==> src/hw/rtl/tdoa_loc_mul.sv <==
// Shared 34x32 multiplier with a registered product.
module tdoa_loc_mul (
	input  logic        clk,
	input  logic [33:0] a,
	input  logic [31:0] b,
	output logic [65:0] prod
);

	logic [65:0] prod_q;

	always_ff @(posedge clk) begin
		prod_q <= {32'b0, a} * {34'b0, b};
	end

	assign prod = prod_q;

endmodule

==> config.mk <==
export PLATFORM = sky130hd
export DESIGN_NAME = tdoa_loc_mul
export DESIGN_NICKNAME = d
export VERILOG_FILES = /design/src/hw/rtl/tdoa_loc_mul.sv
export SDC_FILE = /design/constraint.sdc
export NUM_CORES = 2
export LEC_CHECK = 0
export BUFFER_PORTS_ARGS = -buffer_cell sky130_fd_sc_hd__buf_2
export CORE_MARGIN = 2
export CORE_UTILIZATION = 25
export DETAILED_ROUTE_END_ITERATION = 10
export GPL_ROUTABILITY_DRIVEN = 0
export GPL_TIMING_DRIVEN = 0
export PLACE_DENSITY = 0.39
export SETUP_SLACK_MARGIN = 0.05
export SLEW_MARGIN = 10
export SYNTH_ARGS = -nofsm -noshare
export SYNTH_HDL_FRONTEND = slang
export SYNTH_SLANG_ARGS = --single-unit
==> constraint.sdc <==
create_clock -name clk -period 13.6 [get_ports clk]
set_input_delay 1.36 -clock clk [delete_from_list [all_inputs] [get_ports clk]]
set_output_delay 1.36 -clock clk [all_outputs]
set_load 0.01 [all_outputs]
==> metrics.txt <==
largest net degree at the start of global routing=12; register bit total from synthesis=66; post-cts gate resize count=0; Largest register FFs=66; Hold Vio Cnt, Final=0; RSZ-0062 raised after global routing=false; share of cells above drive strength 1=3.798%; Crit. Startpoint=b[4]; post-route cell area=39610 um^2; # IOs=roughly 130; Final Net Count=between 5000 and 6000; Pre-antenna DRT Iters=8; # DRC=40; Worst Hold Class=in2reg; CTS tree=built; Post-CTS Setup Inserts=0; Core Rows=139; routed via count=between 20000 and 30000; Critical Path RT=approximately 14000 ps; syn nets=approximately 5300; end of the worst hold path=prod[0]; Post-Syn Instances=3989; CP Launch Type=input pin; setup TNS=0 ps; hold bufs inserted after CTS=0; Layout area overhead=9.429%; actual slew at the worst max-slew pin=between 1000 and 1500 ps; Initial Util=about a quarter; first-pass GRT wire length=roughly 230000 um; top_reg_cell synth=dfxtp_1; hold path depth=2; Slew HR=under 10%; min-delay src=b[0]; WS Path Type=in2reg; failing checks=DRC; Mean Syn Cell Area=9.075 um^2; Avg WL per Cell=about 27 um; Hold WS=about 1300 ps; CP endpoint kind=register; final setup vio count=0; clock tree buffer depth=2; mapped cell area=36200 um^2; crit path DAT=around 11000 ps; Via density=4.617; final worst-path cycle share=78.70%; die height=approximately 380 um; Iteration-0 DRC Markers=1947; GRT Residual Overflow=0; crit path time final=10700 ps; max-cap viol count=0; max-slew violations=0; vias in the first global route=just under 30000; clk sinks=66; pre-CTS setup slack=about 2500 ps; total track usage=22.06%; final wirelength=between 150000 and 200000 um; CTS buffer count=9; antenna violations before repair=29; post-DP HPWL=134800 um; Root Buffer=clkbuf_16; Clock Pin Slew Worst Setup and Hold Paths=about 60 ps; FMAX=93.43 MHz; Synthesis Warnings=0; Die Footprint=roughly 150000 um^2; antenna-violating nets left=0; CTS H-tree lvls=3; Post-synth ARST share=0%; status=complete, but fails checks; placed cell area=around 40000 um^2; post-synth cell types=55; Setup WS post-layout=approximately 2900 ps; core area=143700 um^2; die width=384.5 um; # port buffers=127; crit-path max FO=10; fraction of the yosys area taken by sequential cells=~3.6%; EDFF count, synth=0
==> cells by family after synthesis <==
kind of cell / synth area share, %
AOI/OAI and AO/OA: 3.906
xor gates and xnor gates: 1.524
adders and majority gates: 62.03
buffers and inverters: 12.13
DFF: 3.650
muxes: 0.02765
and+or+nand+nor: 16.74
==> cell usage in the layout, fill, tap and decap left out, drive strengths merged, types with 4 or more instances in the layout <==
master | netlist | routed
and4 | 4 | 4
nand2b | 6 | 6
o21bai | 7 | 7
o21ai | 32 | 32
fa | 956 | 956
buf | 4 | 133
nor2b | 4 | 4
o31ai | 5 | 5
clkbuf | 226 | 237
a21boi | 4 | 4
xor2 | 24 | 24
nor2 | 33 | 33
o21a | 8 | 8
dfxtp | 66 | 66
a21o | 32 | 32
nand2 | 670 | 670
inv | 938 | 938
nand4 | 18 | 18
diode | 0 | 13
a21oi | 77 | 77
nand3 | 14 | 14
and2 | 476 | 476
xnor2 | 39 | 39
o211ai | 9 | 9
and3 | 7 | 7
a211oi | 6 | 6
o311ai | 4 | 4
ha | 265 | 265
nor3 | 13 | 13
a31oi | 9 | 9
==> per-layer routing <==
| metal | share of wire [%] | track usage [%] |
|---|---|---|
| met1 | 43 | 29.73 |
| met4 | 4.1 | 6.814 |
| met2 | 47 | 36.90 |
| met5 | 0.021 | 0 |
| met3 | 5.6 | 2.610 |
==> area by class of cell <==
type | instances | area [um^2]
inverters | 938 | 3521
well taps | 1903 | 2381
fillers | 15899 | 104000
repair buffers | 129 | 655.6
clock buffers | 11 | 232.7
flip-flops and latches | 66 | 1321
diodes | 13 | 32.53
plain buffers | 230 | 870.8
clock inverters | 5 | 102.6
multi-input cells | 2755 | 30500
==> synth_stat cells (31+ instances only) <==
master / n / area share, %
clkbuf_1: 225 / 2.3
xnor2_1: 39 / 0.94
and2_1: 476 / 8.2
a21o_1: 32 / 0.66
a21oi_1: 77 / 1.1
nor2_1: 33 / 0.34
nand2_1: 670 / 6.9
fa_1: 956 / 53
ha_1: 265 / 9.2
o21ai_0: 31 / 0.43
dfxtp_1: 66 / 3.6
inv_1: 938 / 9.7
==> how the worst max path moves through the flow <==
stage | endpoint | slack (ps) | depth (start not counted)
final | prod[51] | 2900 | 24
after global routing | prod[57] | 2580 | 26
after CTS | prod[51] | 2900 | 24
after detailed placement | prod[51] | 2510 | 27
after global placement | prod[51] | 2360 | 24
after floorplan | prod[65] | 5080 | 26
==> worst max-delay path, stage by stage <==
cell and delay (ps):
clkbuf_1 540, clkbuf_1 840, nand2_1 230, fa_1 640, inv_1 80, fa_1 500
inv_1 50, fa_1 480, fa_1 560, inv_1 60, fa_1 480, fa_1 570
fa_1 430, fa_1 610, ha_1 470, nand2_1 220, nor2_1 160, nand4_1 130
a311oi_1 730, o21ai_0 450, o21ai_0 620, a21o_1 400, a21boi_0 180, xnor2_1 160
==> per-stage QoR <==
stage,util (%),instances
4_1_cts,27.55,6037
3_3_place_gp,27.30,6019
2_1_floorplan,-,3989
5_1_grt,27.56,6039
3_5_place_dp,27.32,6021
6_report,27.58,6050
Power is not shown: default switching activity piles up to over one toggle a cycle in this logic, so the estimate is an artifact.
